`src/hw/rtl/tee_pkg.sv`:
```
`timescale 1ns / 1ps
`default_nettype none

package tee_pkg;

	// fixed field geometry
	localparam int CHANNELS    = 12;
	localparam int CH_W        = 4;
	localparam int STATUS_W    = 12;
	localparam int KEY_W       = 8;
	localparam int COUNT_OUT_W = 5;
	localparam int MAP_ENTRIES = 20;
	localparam int MAP_W       = MAP_ENTRIES * KEY_W;
	localparam int WIN_W       = CHANNELS * KEY_W;
	localparam int IN_TDATA_W  = 16;
	localparam int IN_TUSER_W  = 2;
	localparam int OUT_TDATA_W = 16;
	localparam int OUT_TUSER_W = 1;
	localparam int CFG_IDX_W   = 2;
	localparam int CFG_DATA_W  = 64;

	localparam logic [KEY_W-1:0] UNMAPPED = 8'hFF;

	// register indexes
	localparam logic [CFG_IDX_W-1:0] REG_KEY_MAP_LOW  = 2'd0;
	localparam logic [CFG_IDX_W-1:0] REG_KEY_MAP_MID  = 2'd1;
	localparam logic [CFG_IDX_W-1:0] REG_KEY_MAP_HIGH = 2'd2;

	// item kinds
	localparam logic MODE_SCAN = 1'b0;
	localparam logic MODE_POP  = 1'b1;

	typedef enum logic [1:0] {
		ST_IDLE,
		ST_SCAN,
		ST_FINISH
	} tee_state_t;

	// queued event, released flag on top as in the store layout
	typedef struct packed {
		logic             released;
		logic [KEY_W-1:0] key;
	} tee_event_t;

	typedef struct packed {
		logic push;
		logic pop;
	} tee_ring_ctrl_t;

endpackage

`default_nettype wire

```
`src/hw/rtl/tee_event_ring.sv`:
```
`timescale 1ns / 1ps
`default_nettype none

module tee_event_ring
	import tee_pkg::*;
#(
	parameter int QUEUE_DEPTH = 16
) (
	input  wire logic                             clk,
	input  wire logic                             arst_n,
	input  wire tee_ring_ctrl_t                   ctrl,
	input  wire tee_event_t                       push_event,
	output      tee_event_t                       head_event,
	output      logic [$clog2(QUEUE_DEPTH+1)-1:0] count
);

	localparam int PTR_W = $clog2(QUEUE_DEPTH);
	localparam int CNT_W = $clog2(QUEUE_DEPTH + 1);
	localparam logic [PTR_W-1:0] LAST_SLOT = PTR_W'(QUEUE_DEPTH - 1);
	localparam logic [CNT_W-1:0] FULL_CNT  = CNT_W'(QUEUE_DEPTH);

	tee_event_t       mem [QUEUE_DEPTH];
	tee_event_t       head_q;
	logic [PTR_W-1:0] wr_ptr_q;
	logic [PTR_W-1:0] rd_ptr_q;
	logic [CNT_W-1:0] count_q;
	logic [PTR_W-1:0] wr_next;
	logic [PTR_W-1:0] rd_next;

	assign wr_next = (wr_ptr_q == LAST_SLOT) ? '0 : wr_ptr_q + PTR_W'(1);
	assign rd_next = (rd_ptr_q == LAST_SLOT) ? '0 : rd_ptr_q + PTR_W'(1);

	always_ff @(posedge clk) begin
		if (ctrl.push) begin
			mem[wr_ptr_q] <= push_event;
		end
		head_q <= mem[rd_ptr_q];
	end

	always_ff @(posedge clk or negedge arst_n) begin
		if (!arst_n) begin
			wr_ptr_q <= '0;
			rd_ptr_q <= '0;
			count_q  <= '0;
		end else if (ctrl.push) begin
			wr_ptr_q <= wr_next;
			// full: oldest word is dropped, count holds
			if (count_q == FULL_CNT) begin
				rd_ptr_q <= rd_next;
			end else begin
				count_q <= count_q + CNT_W'(1);
			end
		end else if (ctrl.pop && (count_q != '0)) begin
			rd_ptr_q <= rd_next;
			count_q  <= count_q - CNT_W'(1);
		end
	end

	assign head_event = head_q;
	assign count      = count_q;

endmodule

`default_nettype wire

```
`src/hw/rtl/touch_edge_event_queue.sv`:
```
// Scan word: accepted, then the 12 channels are walked one channel bit per cycle, then a
//   finish step loads the result register once the result slot is free; the next word
//   is taken in the cycle after that load. Pop: accepted, then the finish step loads the
//   result. A new word is taken only in idle. The channel walk makes a scan longer than a pop.
// Reset (arst_n low, asynchronous): previous words, pointers and count cleared, key maps
//   all 0xFF (unmapped), no result pending. The event store needs no clearing pass.
`timescale 1ns / 1ps
`default_nettype none

module touch_edge_event_queue
	import tee_pkg::*;
#(
	parameter int QUEUE_DEPTH       = 16,
	parameter int SECOND_MAP_OFFSET = 8
) (
	input  wire logic                   clk,
	input  wire logic                   arst_n,
	// config write port
	input  wire logic                   cfg_we,
	input  wire logic [CFG_IDX_W-1:0]   cfg_index,
	input  wire logic [CFG_DATA_W-1:0]  cfg_wdata,
	// input words
	input  wire logic                   s_tvalid,
	output      logic                   s_tready,
	input  wire logic [IN_TDATA_W-1:0]  s_tdata,   // [11:0] touch_status
	input  wire logic [IN_TUSER_W-1:0]  s_tuser,   // [0] mode, [1] sensor_select
	// result words
	output      logic                   m_tvalid,
	input  wire logic                   m_tready,
	output      logic [OUT_TDATA_W-1:0] m_tdata,   // [7:0] event_key, [8] event_released,
	                                               // [13:9] pending_count
	output      logic [OUT_TUSER_W-1:0] m_tuser    // [0] event_valid
);

	localparam int CNT_W = $clog2(QUEUE_DEPTH + 1);
	localparam logic [CH_W-1:0] LAST_CH = CH_W'(CHANNELS - 1);

	// key map registers
	logic [63:0]          key_map_low_q;
	logic [63:0]          key_map_mid_q;
	logic [31:0]          key_map_high_q;
	logic [MAP_W-1:0]     map_vec;
	logic [WIN_W-1:0]     win_a;
	logic [WIN_W-1:0]     win_b;

	// per-sensor history
	logic [STATUS_W-1:0]  prev_a_q;
	logic [STATUS_W-1:0]  prev_b_q;

	// bit-serial walk: status, history and map bytes shift out together
	logic [STATUS_W-1:0]  cur_sh_q;
	logic [STATUS_W-1:0]  prev_sh_q;
	logic [WIN_W-1:0]     map_sh_q;
	logic [CH_W-1:0]      chan_q;
	logic                 mode_q;

	tee_state_t           state_q, state_d;
	tee_ring_ctrl_t       ring_ctrl;
	tee_event_t           push_evt;
	tee_event_t           head_evt;
	logic [CNT_W-1:0]     count;

	logic                 accept;
	logic                 out_load;
	logic                 ch_edge;
	logic                 pop_hit;

	// result register
	logic                   m_tvalid_q;
	logic [KEY_W-1:0]       out_key_q;
	logic                   out_rel_q;
	logic [COUNT_OUT_W-1:0] out_pend_q;
	logic                   out_valid_q;

	assign map_vec = {key_map_high_q, key_map_mid_q, key_map_low_q};
	assign win_a   = map_vec[WIN_W-1:0];
	assign win_b   = WIN_W'(map_vec >> (KEY_W * SECOND_MAP_OFFSET));

	assign accept  = s_tvalid && s_tready;
	// channel under the walk changed and has a key
	assign ch_edge = (cur_sh_q[0] != prev_sh_q[0]) && (map_sh_q[KEY_W-1:0] != UNMAPPED);
	assign pop_hit = (mode_q == MODE_POP) && (count != '0);

	assign push_evt.key      = map_sh_q[KEY_W-1:0];
	assign push_evt.released = prev_sh_q[0];

	// config writes; unlisted index is dropped
	always_ff @(posedge clk or negedge arst_n) begin
		if (!arst_n) begin
			key_map_low_q  <= '1;
			key_map_mid_q  <= '1;
			key_map_high_q <= '1;
		end else if (cfg_we) begin
			unique case (cfg_index)
				REG_KEY_MAP_LOW:  key_map_low_q  <= cfg_wdata;
				REG_KEY_MAP_MID:  key_map_mid_q  <= cfg_wdata;
				REG_KEY_MAP_HIGH: key_map_high_q <= cfg_wdata[31:0];
				default: ;
			endcase
		end
	end

	always_ff @(posedge clk or negedge arst_n) begin
		if (!arst_n) begin
			state_q <= ST_IDLE;
		end else begin
			state_q <= state_d;
		end
	end

	always_comb begin
		state_d   = state_q;
		s_tready  = 1'b0;
		ring_ctrl = '0;
		out_load  = 1'b0;
		unique case (state_q)
			ST_IDLE: begin
				s_tready = 1'b1;
				if (s_tvalid) begin
					state_d = (s_tuser[0] == MODE_POP) ? ST_FINISH : ST_SCAN;
				end
			end
			ST_SCAN: begin
				ring_ctrl.push = ch_edge;
				if (chan_q == LAST_CH) begin
					state_d = ST_FINISH;
				end
			end
			ST_FINISH: begin
				// wait for the result slot to free up
				if (!m_tvalid_q || m_tready) begin
					out_load      = 1'b1;
					ring_ctrl.pop = pop_hit;
					state_d       = ST_IDLE;
				end
			end
			default: state_d = ST_IDLE;
		endcase
	end

	// history is written at accept; the old word is already in the shifter
	always_ff @(posedge clk or negedge arst_n) begin
		if (!arst_n) begin
			prev_a_q <= '0;
			prev_b_q <= '0;
			chan_q   <= '0;
		end else if (accept) begin
			chan_q <= '0;
			if (s_tuser[0] == MODE_SCAN) begin
				if (s_tuser[1]) begin
					prev_b_q <= s_tdata[STATUS_W-1:0];
				end else begin
					prev_a_q <= s_tdata[STATUS_W-1:0];
				end
			end
		end else if (state_q == ST_SCAN) begin
			chan_q <= chan_q + CH_W'(1);
		end
	end

	always_ff @(posedge clk) begin
		if (accept) begin
			mode_q    <= s_tuser[0];
			cur_sh_q  <= s_tdata[STATUS_W-1:0];
			prev_sh_q <= s_tuser[1] ? prev_b_q : prev_a_q;
			map_sh_q  <= s_tuser[1] ? win_b : win_a;
		end else if (state_q == ST_SCAN) begin
			cur_sh_q  <= cur_sh_q >> 1;
			prev_sh_q <= prev_sh_q >> 1;
			map_sh_q  <= map_sh_q >> KEY_W;
		end
	end

	tee_event_ring #(
		.QUEUE_DEPTH(QUEUE_DEPTH)
	) u_ring (
		.clk        (clk),
		.arst_n     (arst_n),
		.ctrl       (ring_ctrl),
		.push_event (push_evt),
		.head_event (head_evt),
		.count      (count)
	);

	always_ff @(posedge clk or negedge arst_n) begin
		if (!arst_n) begin
			m_tvalid_q <= 1'b0;
		end else if (out_load) begin
			m_tvalid_q <= 1'b1;
		end else if (m_tready) begin
			m_tvalid_q <= 1'b0;
		end
	end

	// pending count is the count after this word; a hit pop leaves one less
	always_ff @(posedge clk) begin
		if (out_load) begin
			out_valid_q <= pop_hit;
			out_key_q   <= pop_hit ? head_evt.key : '0;
			out_rel_q   <= pop_hit ? head_evt.released : 1'b0;
			if (pop_hit) begin
				out_pend_q <= COUNT_OUT_W'(count - CNT_W'(1));
			end else begin
				out_pend_q <= COUNT_OUT_W'(count);
			end
		end
	end

	assign m_tvalid = m_tvalid_q;
	assign m_tdata  = {(OUT_TDATA_W - COUNT_OUT_W - 1 - KEY_W)'(0), out_pend_q, out_rel_q,
		out_key_q};
	assign m_tuser  = out_valid_q;

endmodule

`default_nettype wire

```
`config.mk`:
```
export PLATFORM = sky130hd
export DESIGN_NAME = touch_edge_event_queue
export DESIGN_NICKNAME = d
export VERILOG_FILES = /design/src/hw/rtl/tee_pkg.sv /design/src/hw/rtl/tee_event_ring.sv /design/src/hw/rtl/touch_edge_event_queue.sv
export SDC_FILE = /design/constraint.sdc
export NUM_CORES = 1
export LEC_CHECK = 0
export BUFFER_PORTS_ARGS = -buffer_cell sky130_fd_sc_hd__buf_2
export CAP_MARGIN = 25
export CORE_MARGIN = 4
export CORE_UTILIZATION = 30
export CTS_CLUSTER_SIZE = 30
export DETAILED_ROUTE_END_ITERATION = 16
export RECOVER_POWER = 50
export SLEW_MARGIN = 5
export SYNTH_ARGS = -nofsm -noshare
export SYNTH_HDL_FRONTEND = slang
export SYNTH_SLANG_ARGS = --single-unit
export TNS_END_PERCENT = 5
```
`constraint.sdc`:
```
create_clock -name clk -period 3.75 [get_ports clk]
set_input_delay 0.1875 -clock clk [delete_from_list [all_inputs] [get_ports clk]]
set_output_delay 0.1875 -clock clk [all_outputs]
set_load 0.1 [all_outputs]
```
==> results of run 1 <==
-- synth_stat cells, drive strengths merged, types with 4 or more instances --
library cell / n
mux4: 36
xnor2: 8
ha: 8
nor2: 31
dfrtp: 44
nand3: 9
buf: 36
mux2: 186
inv: 9
edfxtp: 280
a21oi: 13
nor2b: 11
clkbuf: 43
mux2i: 117
a211oi: 9
nand4: 4
nand2b: 6
dfstp: 160
nand2: 151
dfxtp: 9
nor3: 8
and3: 10
o21ai: 111
-- metrics by stage --
step	cells	util, %
3_3_place_gp	2259	32.8
5_1_grt	2436	36.4
6_report	2437	36.4
4_1_cts	2431	36.4
3_5_place_dp	2259	32.8
2_1_floorplan	1328	-
-- sequential cells by signal, summed over array words and instances (netlist names), 5 cells and up --
| signal | cells |
|---|---|
| key_map_mid_q | 64 |
| prev_a_q | 12 |
| u_ring.head_event | 9 |
| map_sh_q | 96 |
| u_ring.mem | 144 |
| cur_sh_q | 12 |
| prev_sh_q | 12 |
| out_key_q | 8 |
| out_pend_q | 5 |
| u_ring.count | 5 |
| prev_b_q | 12 |
| key_map_high_q | 32 |
| key_map_low_q | 64 |
-- where the power goes --
part	total (W)	internal [W]	switching, W	leakage (nW)
Clock	0.00496	0.00291	0.00206	0.814
Combinational	0.00396	0.00165	0.00231	3.51
Sequential	0.00901	0.00807	0.000931	4.94
-- routing by layer --
metal	global-route usage, %	share of wire [%]	routed length, um	up-vias
met5	0	0.099	42	-
met3	2.47	3.8	1630	59
met4	2.90	1.7	725	8
met1	15.8	46	19700	5752
met2	19.8	48	20500	171
li1	-	-	-	5284
-- layout make-up --
cell class                      count  area, um2
Multi-Input combinational cell    747       6150
Timing Repair Buffer              218       1630
Fill cell                        6452      42800
Antenna cell                        4       10.0
Clock inverter                     19        161
Tap cell                          873       1090
Inverter                            9       37.5
Sequential cell                   493      13900
Clock buffer                       74       1500
-- critical path, cell delays in order (launching register included) --
cell and delay, ps:
edfxtp_1 350, clkbuf_1 380, nand4_1 260, nor2_1 140, nor2_1 660, nand2_1 310
nor3_1 210, buf_4 230
-- cell families (layout without fill, tap and decap cells) --
kind of cell	count (synthesis)	count (layout)
buffers and inverters	88	320
adder cells (fa/ha/maj)	8	8
flip-flops	493	493
XOR/XNOR	11	11
AO/OA/AOI/OAI	144	144
other	1	6
multiplexers	339	339
AND/OR/NAND/NOR	243	243
-- path summary, 6_finish.rpt --
check	start	end	slack (ps)	depth (start not counted)
hold reg to reg	prev_b_q[0]	prev_b_q[0]	500	1
max in group asynchronous	arst_n	prev_a_q[7]	1210	4
setup / recovery	map_sh_q[2]	u_ring.mem[3][7]	890	7
hold / removal	s_tvalid	state_q[0]	100	4
setup reg to reg	map_sh_q[2]	u_ring.mem[3][7]	890	7
min in group asynchronous	arst_n	key_map_low_q[6]	760	2
==> results.txt, run 1 <==
----------------------------------------------------
[Global routing]
  Overall routing resource usage ... 11.8%
  First-pass GRT wire length ... 67300 um
  Remaining Overflow, GRT ... 0
  Antenna violations before repair ... 8
  Vias in the first global route ... 12000
  Maximum number of pins on one net before global-route repair ... 220

[Worst setup path]
  Required arrival time at the worst endpoint ... 4020 ps
  Worst EP arrival ... 3130 ps
  Crit path capture type ... flip-flop
  WS Path Type ... reg -> reg
  Highest net fanout along the worst path ... 17
  Startpoint Class ... flip-flop

[Yosys]
  Multiplexer area fraction after synthesis ... 20.0%
  Async set or reset register ratio after synthesis ... 41.4%
  Cell types with the largest area share after synthesis ... edfxtp_1 (41%), dfstp_2 (21%), mux2_2 (10%), mux2i_1 (5.7%), dfrtp_1 (5.4%)
  Cell variety after synth ... 49
  Post-synth top area share ... 41.2%
  Number of enable flip-flop cells after synthesis ... 280
  Synthesis Warnings ... 0
  Yosys reg bits ... 493
  Number of instances in the synthesized netlist ... 1327
  Main synth FF type ... edfxtp_1
  Area share of fa/ha/maj cells after synthesis ... 0.490%
  Complex-gate fraction of the synthesized area ... 3.84%
  Main combinational cell family by area after synthesis ... multiplexers
  Post-synthesis area per instance ... 15.4 um2
  Post-synthesis instance area ... 20400 um2
  Library cell with the largest summed area after synthesis ... edfxtp_1
  Share of synthesized area occupied by flip-flops and latches ... 68.1%
  Area share of and/or/nand/nor cells after synthesis ... 5.29%
  Post-synthesis xor/xnor area fraction ... 0.472%

[Hold path]
  Type of the tightest min-delay check ... in -> reg

[Cells and area]
  Commonest non-fill, non-tap cells in the layout ... edfxtp_1 (280), mux2_2 (186), nand2_1 (149)
  Number of nets in the final layout ... 1617
  Area added between synthesis and finish ... 19.9%
  Non-Filler Cell Area, Final ... 24500 um2
  Most common cell after layout, fill and taps aside ... edfxtp_1
  Share of cells above drive strength 1 ... 37.2%

[Clock network]
  Number of gates given a new drive strength after cts ... 0
  CTS Root Buffer Type ... clkbuf_16
  Cts hold-fix bufs ... 79
  TritonCTS clock tree ... built
  TritonCTS buffer count ... 51
  Buffer levels on the longest clock path ... 3
  Number of levels in the clock H-tree ... 2
  Skew-Pair Late Insertion Delay ... 580 ps
  Setup Fix Bufs, Post-CTS ... 0
  Count of clock tree sinks ... 493
  Post-CTS clock slew at the launch and capture registers of the worst setup and hold paths ... 60 ps

[Outcome]
  Violations in the final reports ... max-capacitance violations, max-slew violations
  Outcome ... complete, but fails checks

[Timing]
  Number of setup violations in the final report ... 0
  Worst-case headroom to the max-slew limit ... -60.2%
  Count of final hold-check violations ... 0
  Min Tclk post-route ... 2860 ps
  Fmax ... 350 MHz
  Worst hold slack across all endpoints ... 99.2 ps
  Worst-margin pin slew ... 2400 ps
  Number of pins exceeding their max-slew limit in the final report ... 122
  Setup repair after global routing missed its margin ... no
  Post-route setup slack ... 891 ps
  Setup TNS ... 0 ps
  Clk_skew ... 18.0 ps
  Final clock period utilization by the worst path ... 76.2%

[Place]
  Post-detailed-placement cell area ... 22100 um2
  Last weighted congestion value of the routability-driven placer ... 0.769
  Placement Setup Slack ... 1060 ps
  Detailed Place HPWL ... 25900 um
  Number of input and output port buffers inserted ... 101

[Floorplan]
  Row cnt ... 95
  Width of the chip ... 269 um
  Number of top-level pins ... 108
  Effective utilization at floorplan ... 30.3%
  Die Ht ... 269 um
  Core area ... 67300 um2
  Area of the die ... 72300 um2

[Drt]
  Average wire length per cell after detail routing ... 17.5 um
  Post-detailed-route DRC marker count ... 0
  Routed wire length ... 42600 um
  Per-cell via count in the routed design ... 4.63
  Number of nets still failing antenna checks after routing ... 0
  Number of detailed-routing iterations run before antenna repair ... 6
  Initial DRC Count ... 664
  Total number of vias ... 11300

[Power]
  Worst vdd rail ir drop ... 0.000620 V
  Total power density per cell area ... 733 nW/um2
  Total leakage power ... 9.26 nW
  Post-layout total power ... 0.0179 W

[Run]
  # Max-Cap Violations ... 3

----------------------------------------------------
(Power assumes the default switching activity.)
==> inputs of run 2 (changes only) <==
- clock period: 3.75 -> 2.4 ns (I/O delays scaled with it)
==> results.txt, run 2 (synthesized netlist as in run 1, its figures left out) <==
----------------------------------------------------
[Timing]
  Worst hold slack across all endpoints ... 54.1 ps
  Final clock period utilization by the worst path ... 93.0%
  Setup repair after global routing missed its margin ... no
  Count of final hold-check violations ... 0
  Clk_skew ... 16.9 ps
  Post-route setup slack ... 167 ps
  Number of pins exceeding their max-slew limit in the final report ... 130
  Fmax ... 448 MHz
  Min Tclk post-route ... 2230 ps
  Number of setup violations in the final report ... 0
  Worst-margin pin slew ... 2070 ps
  Worst-case headroom to the max-slew limit ... -38.1%

[Clock network]
  Number of levels in the clock H-tree ... 2
  Skew-Pair Late Insertion Delay ... 590 ps
  Post-CTS clock slew at the launch and capture registers of the worst setup and hold paths ... 60 ps
  CTS Root Buffer Type ... clkbuf_16
  Count of clock tree sinks ... 493
  Setup Fix Bufs, Post-CTS ... 0
  TritonCTS clock tree ... built
  Buffer levels on the longest clock path ... 3
  TritonCTS buffer count ... 50

[Cells and area]
  Largest register by flop count ... u_ring.mem
  Post-route insts no fill ... 2464
  Non-Filler Cell Area, Final ... 24800 um2
  Commonest non-fill, non-tap cells in the layout ... edfxtp_1 (280), mux2_2 (186), nand2_1 (149)
  Biggest registers after layout ... u_ring.mem x144, map_sh_q x96
  Number of flip-flops under the largest register name ... 144
  Number of nets in the final layout ... 1642
  Most common cell after layout, fill and taps aside ... edfxtp_1
  Area added between synthesis and finish ... 21.4%
  Share of cells above drive strength 1 ... 37.5%

[Place]
  Detailed Place HPWL ... 27600 um
  Placement Setup Slack ... 142 ps
  Post-detailed-placement cell area ... 22400 um2
  Number of cells in the design after placement ... 2287
  Number of input and output port buffers inserted ... 101
  Last weighted congestion value of the routability-driven placer ... 0.761

[Global routing]
  First-pass GRT wire length ... 68300 um
  Antenna violations before repair ... 6
  Remaining Overflow, GRT ... 0
  Maximum number of pins on one net before global-route repair ... 120
  Overall routing resource usage ... 12.0%
  Vias in the first global route ... 12100

[Floorplan]
  Effective utilization at floorplan ... 30.3%
  Area of the die ... 72300 um2
  Die Ht ... 269 um
  Width of the chip ... 269 um
  Core area ... 67300 um2
  Row cnt ... 95
  Number of top-level pins ... 108

[Drt]
  Total number of vias ... 11400
  Initial DRC Count ... 676
  Routed wire length ... 43300 um
  Number of detailed-routing iterations run before antenna repair ... 5
  Number of nets still failing antenna checks after routing ... 0
  Average wire length per cell after detail routing ... 17.6 um
  Post-detailed-route DRC marker count ... 0
  Per-cell via count in the routed design ... 4.61

[Power]
  Total power density per cell area ... 1150 nW/um2
  Worst vdd rail ir drop ... 0.000560 V
  Total leakage power ... 9.41 nW

[Outcome]
  Outcome ... complete, but fails checks
  Violations in the final reports ... max-capacitance violations, max-slew violations

[Worst setup path]
  Peak per-stage delay on the critical path ... 550 ps
  Worst EP arrival ... 2690 ps
  Worst Reg-to-Reg Cells ... 8
  Worst-path cell chain ... inv_1 -> ha_2 -> or4b_4 -> nand2_4 -> inv_2 -> a32o_2 -> a21boi_1 -> xor2_1
  Startpoint Class ... flip-flop
  Crit path capture type ... flip-flop
  Reg2reg end ... u_ring.count[2]
  Library cell contributing the largest single delay on the critical path ... or4b_4
  Startpoint of the lowest-slack register-to-register path ... u_ring.count[0]
  Register-to-register path setup slack ... 170 ps
  Required arrival time at the worst endpoint ... 2860 ps
  WS Path Type ... reg -> reg
  Highest net fanout along the worst path ... 11

[Hold path]
  Sink of the worst hold path ... state_q[0]
  Hold wc startpoint ... s_tvalid
  Worst Hold Path Cells ... 4
  Type of the tightest min-delay check ... in -> reg

[Run]
  # Max-Cap Violations ... 2

----------------------------------------------------
## run 2: metrics by stage
stage / total power [W] / util [%] / TNS, ps
2_1_floorplan: 0.0183 / - / -87020
3_3_place_gp: 0.0208 / 33.3 / 0
3_5_place_dp: 0.0211 / 33.3 / 0
4_1_cts: 0.0290 / 37.0 / 0
5_1_grt: 0.0302 / 36.8 / 0
6_report: 0.0286 / 36.8 / 0
## run 2: critical path: cells and delay by family, from the launching register on
kind            cells  cell delay, ps
compound gates      2             440
fa+ha+maj           1             250
buf+inv             2             210
flops               1             410
simple gates        2             670
xor+xnor            1             140
## run 2: routing by layer
| metal | share of wire [%] | GRT usage, % |
|---|---|---|
| met4 | 1.8 | 3.15 |
| met3 | 4.2 | 2.24 |
| met1 | 45 | 15.9 |
| met5 | 0.048 | 0 |
| met2 | 49 | 20.4 |
## run 2: how the worst max path moves through the flow
stage	from	endpoint	slack [ps]
after CTS	u_ring.count[0]	u_ring.count[2]	130
after floorplan	state_q[0]	cur_sh_q[0]	-720
after global routing	u_ring.count[0]	u_ring.count[2]	40
final	u_ring.count[0]	u_ring.count[2]	170
after detailed placement	u_ring.count[0]	u_ring.count[2]	140
after global placement	u_ring.count[0]	u_ring.count[2]	190
## run 2: area by class of cell
cell class	count	area [um2]
inverter	9	40.0
clock buffer	77	1520
fill	6380	42500
multi-input combinational	747	6180
tap	873	1090
antenna	4	10.0
clock inverter	17	145
sequential	493	13900
timing repair buffer	244	1910
## run 2: report_power, final
| group | internal, W | switching (W) |
|---|---|---|
| registers | 0.0126 | 0.00100 |
| logic | 0.00297 | 0.00423 |
| clock network | 0.00456 | 0.00319 |
| total | 0.0201 | 0.00843 |
## run 2: repair_timing
item | CTS | global route
gates resized for setup | 0 | 1
hold buffers | 79 | 0
endpoints found under the hold margin | 262 | 0
setup endpoints to repair | 0 | 1
==> inputs of run 3 (changes only) <==
==> constraint.sdc (replaced) <==
create_clock -name clk -period 2.4 [get_ports clk]
set_input_delay 0.48 -clock clk [delete_from_list [all_inputs] [get_ports clk]]
set_output_delay 0.48 -clock clk [all_outputs]
set_load 0.1 [all_outputs]
==> results.txt, run 3 (synthesized netlist as in run 1, its figures left out) <==
----------------------------------------------------
[Power]
  Worst vdd rail ir drop ... 0.000604 V
  Total power density per cell area ... 1170 nW/um2
  Total leakage power ... 9.01 nW

[Worst setup path]
  Highest net fanout along the worst path ... 64
  Startpoint Class ... primary input
  Worst EP arrival ... 2760 ps
  Required arrival time at the worst endpoint ... 2870 ps
  Crit path capture type ... flip-flop
  WS Path Type ... in -> reg

[Outcome]
  Violations in the final reports ... max-capacitance violations, max-slew violations
  Outcome ... complete, but fails checks

[Floorplan]
  Row cnt ... 95
  Area of the die ... 72300 um2
  Die Ht ... 269 um
  Width of the chip ... 269 um
  Effective utilization at floorplan ... 30.3%
  Number of top-level pins ... 108
  Core area ... 67300 um2

[Global routing]
  Remaining Overflow, GRT ... 0
  Antenna violations before repair ... 14
  Maximum number of pins on one net before global-route repair ... 78
  First-pass GRT wire length ... 66900 um
  Vias in the first global route ... 11700
  Overall routing resource usage ... 11.7%

[Place]
  Number of cells in the design after placement ... 2282
  Last weighted congestion value of the routability-driven placer ... 0.719
  Placement Setup Slack ... 155 ps
  Detailed Place HPWL ... 27500 um
  Number of input and output port buffers inserted ... 101

[Cells and area]
  Biggest registers after layout ... u_ring.mem x144, map_sh_q x96
  Most common cell after layout, fill and taps aside ... edfxtp_1
  Number of flip-flops under the largest register name ... 144
  Number of nets in the final layout ... 1558
  Post-route insts no fill ... 2377
  Area added between synthesis and finish ... 16.6%
  Share of cells above drive strength 1 ... 40.6%
  Commonest non-fill, non-tap cells in the layout ... edfxtp_1 (280), mux2_2 (186), dfstp_2 (160)
  Largest register by flop count ... u_ring.mem
  Fill cell total of the finished layout ... 6478

[Drt]
  Number of detailed-routing iterations run before antenna repair ... 4
  Number of nets still failing antenna checks after routing ... 0
  Routed wire length ... 42300 um
  Initial DRC Count ... 578
  Post-detailed-route DRC marker count ... 0
  Total number of vias ... 11000
  Average wire length per cell after detail routing ... 17.8 um
  Per-cell via count in the routed design ... 4.63

[Clock network]
  TritonCTS buffer count ... 49
  Buffer levels on the longest clock path ... 3
  Number of gates given a new drive strength after cts ... 0
  Number of levels in the clock H-tree ... 2
  Post-CTS clock slew at the launch and capture registers of the worst setup and hold paths ... 60 ps
  TritonCTS clock tree ... built
  Setup Fix Bufs, Post-CTS ... 0
  Skew-Pair Late Insertion Delay ... 570 ps
  CTS Root Buffer Type ... clkbuf_16
  Count of clock tree sinks ... 493

[Timing]
  Worst-case headroom to the max-slew limit ... -36.5%
  Worst-margin pin slew ... 2050 ps
  Number of pins exceeding their max-slew limit in the final report ... 130
  Final clock period utilization by the worst path ... 95.1%
  Setup repair after global routing missed its margin ... no
  Setup TNS ... 0 ps
  Min Tclk post-route ... 2280 ps
  Post-route setup slack ... 117 ps
  Clk_skew ... 26.3 ps
  Count of final hold-check violations ... 0
  Worst hold slack across all endpoints ... 156 ps
  Fmax ... 438 MHz
  Number of setup violations in the final report ... 0

[Run]
  # Max-Cap Violations ... 2

[Hold path]
  Type of the tightest min-delay check ... in -> reg

----------------------------------------------------
run 3: cell types whose count changed in the layout (fill, tap and decap cells not counted), moves of 4 or more:
cell,change
buf_4,-10
clkbuf_8,-7
clkinv_1,+8
clkinv_2,+4
dfstp_1,-35
dfstp_2,+35
dlygate4sd3_1,-78
run 3: worst paths after layout:
| kind | from | end | slack, ps | cells past startpoint |
|---|---|---|---|---|
| min reg2reg | chan_q[3] | chan_q[3] | 490 | 1 |
| max in group asynchronous | arst_n | key_map_low_q[17] | 530 | 3 |
| min | cfg_wdata[57] | key_map_mid_q[57] | 160 | 2 |
| max reg2reg | u_ring.count[0] | u_ring.count[2] | 130 | 8 |
| min in group asynchronous | arst_n | u_ring.count[1] | 530 | 2 |
| max | cfg_index[0] | key_map_low_q[19] | 120 | 4 |
run 3: worst max-delay path: stages:
cell,delay [ps]
clkbuf_1,90
nor3b_1,200
clkbuf_2,1500
mux2_2,460
run 3: report_power, final:
group          switching [W]  internal [W]
logic                0.00395       0.00275
registers            0.00105        0.0126
clock network        0.00314       0.00431
run 3: metrics by stage:
step	power, W	utilization (%)	area, um2
after floorplan	0.0183	-	20500
after detailed placement	0.0208	33.3	22400
after global placement	0.0205	33.3	22400
after CTS	0.0284	35.6	23900
after global routing	0.0295	35.4	23800
final	0.0278	35.4	23800
run 3: timing repair:
action,CTS,global route
hold endpoints to repair,44,0
endpoints found under the setup margin,0,0
hold buffers,1,0
run 3: final cells by class:
cell class / instances / area, um2 / share of cell area [%]
Multi-Input combinational cell: 747 / 6160 / 25.9
Tap cell: 873 / 1090 / 4.59
Timing Repair Buffer: 161 / 1050 / 4.42
Sequential cell: 493 / 13900 / 58.4
Clock buffer: 62 / 1320 / 5.53
Clock inverter: 29 / 248 / 1.04
Inverter: 9 / 40.0 / 0.168
Antenna cell: 3 / 7.51 / 0.0315
run 3: routing by layer:
metal,track usage (%),vias up,share of wire [%]
met5,0,-,0.24
met4,2.57,16,1.9
met3,2.73,85,4.6
met2,19.9,163,49
met1,15.4,5567,44
li1,-,5176,-
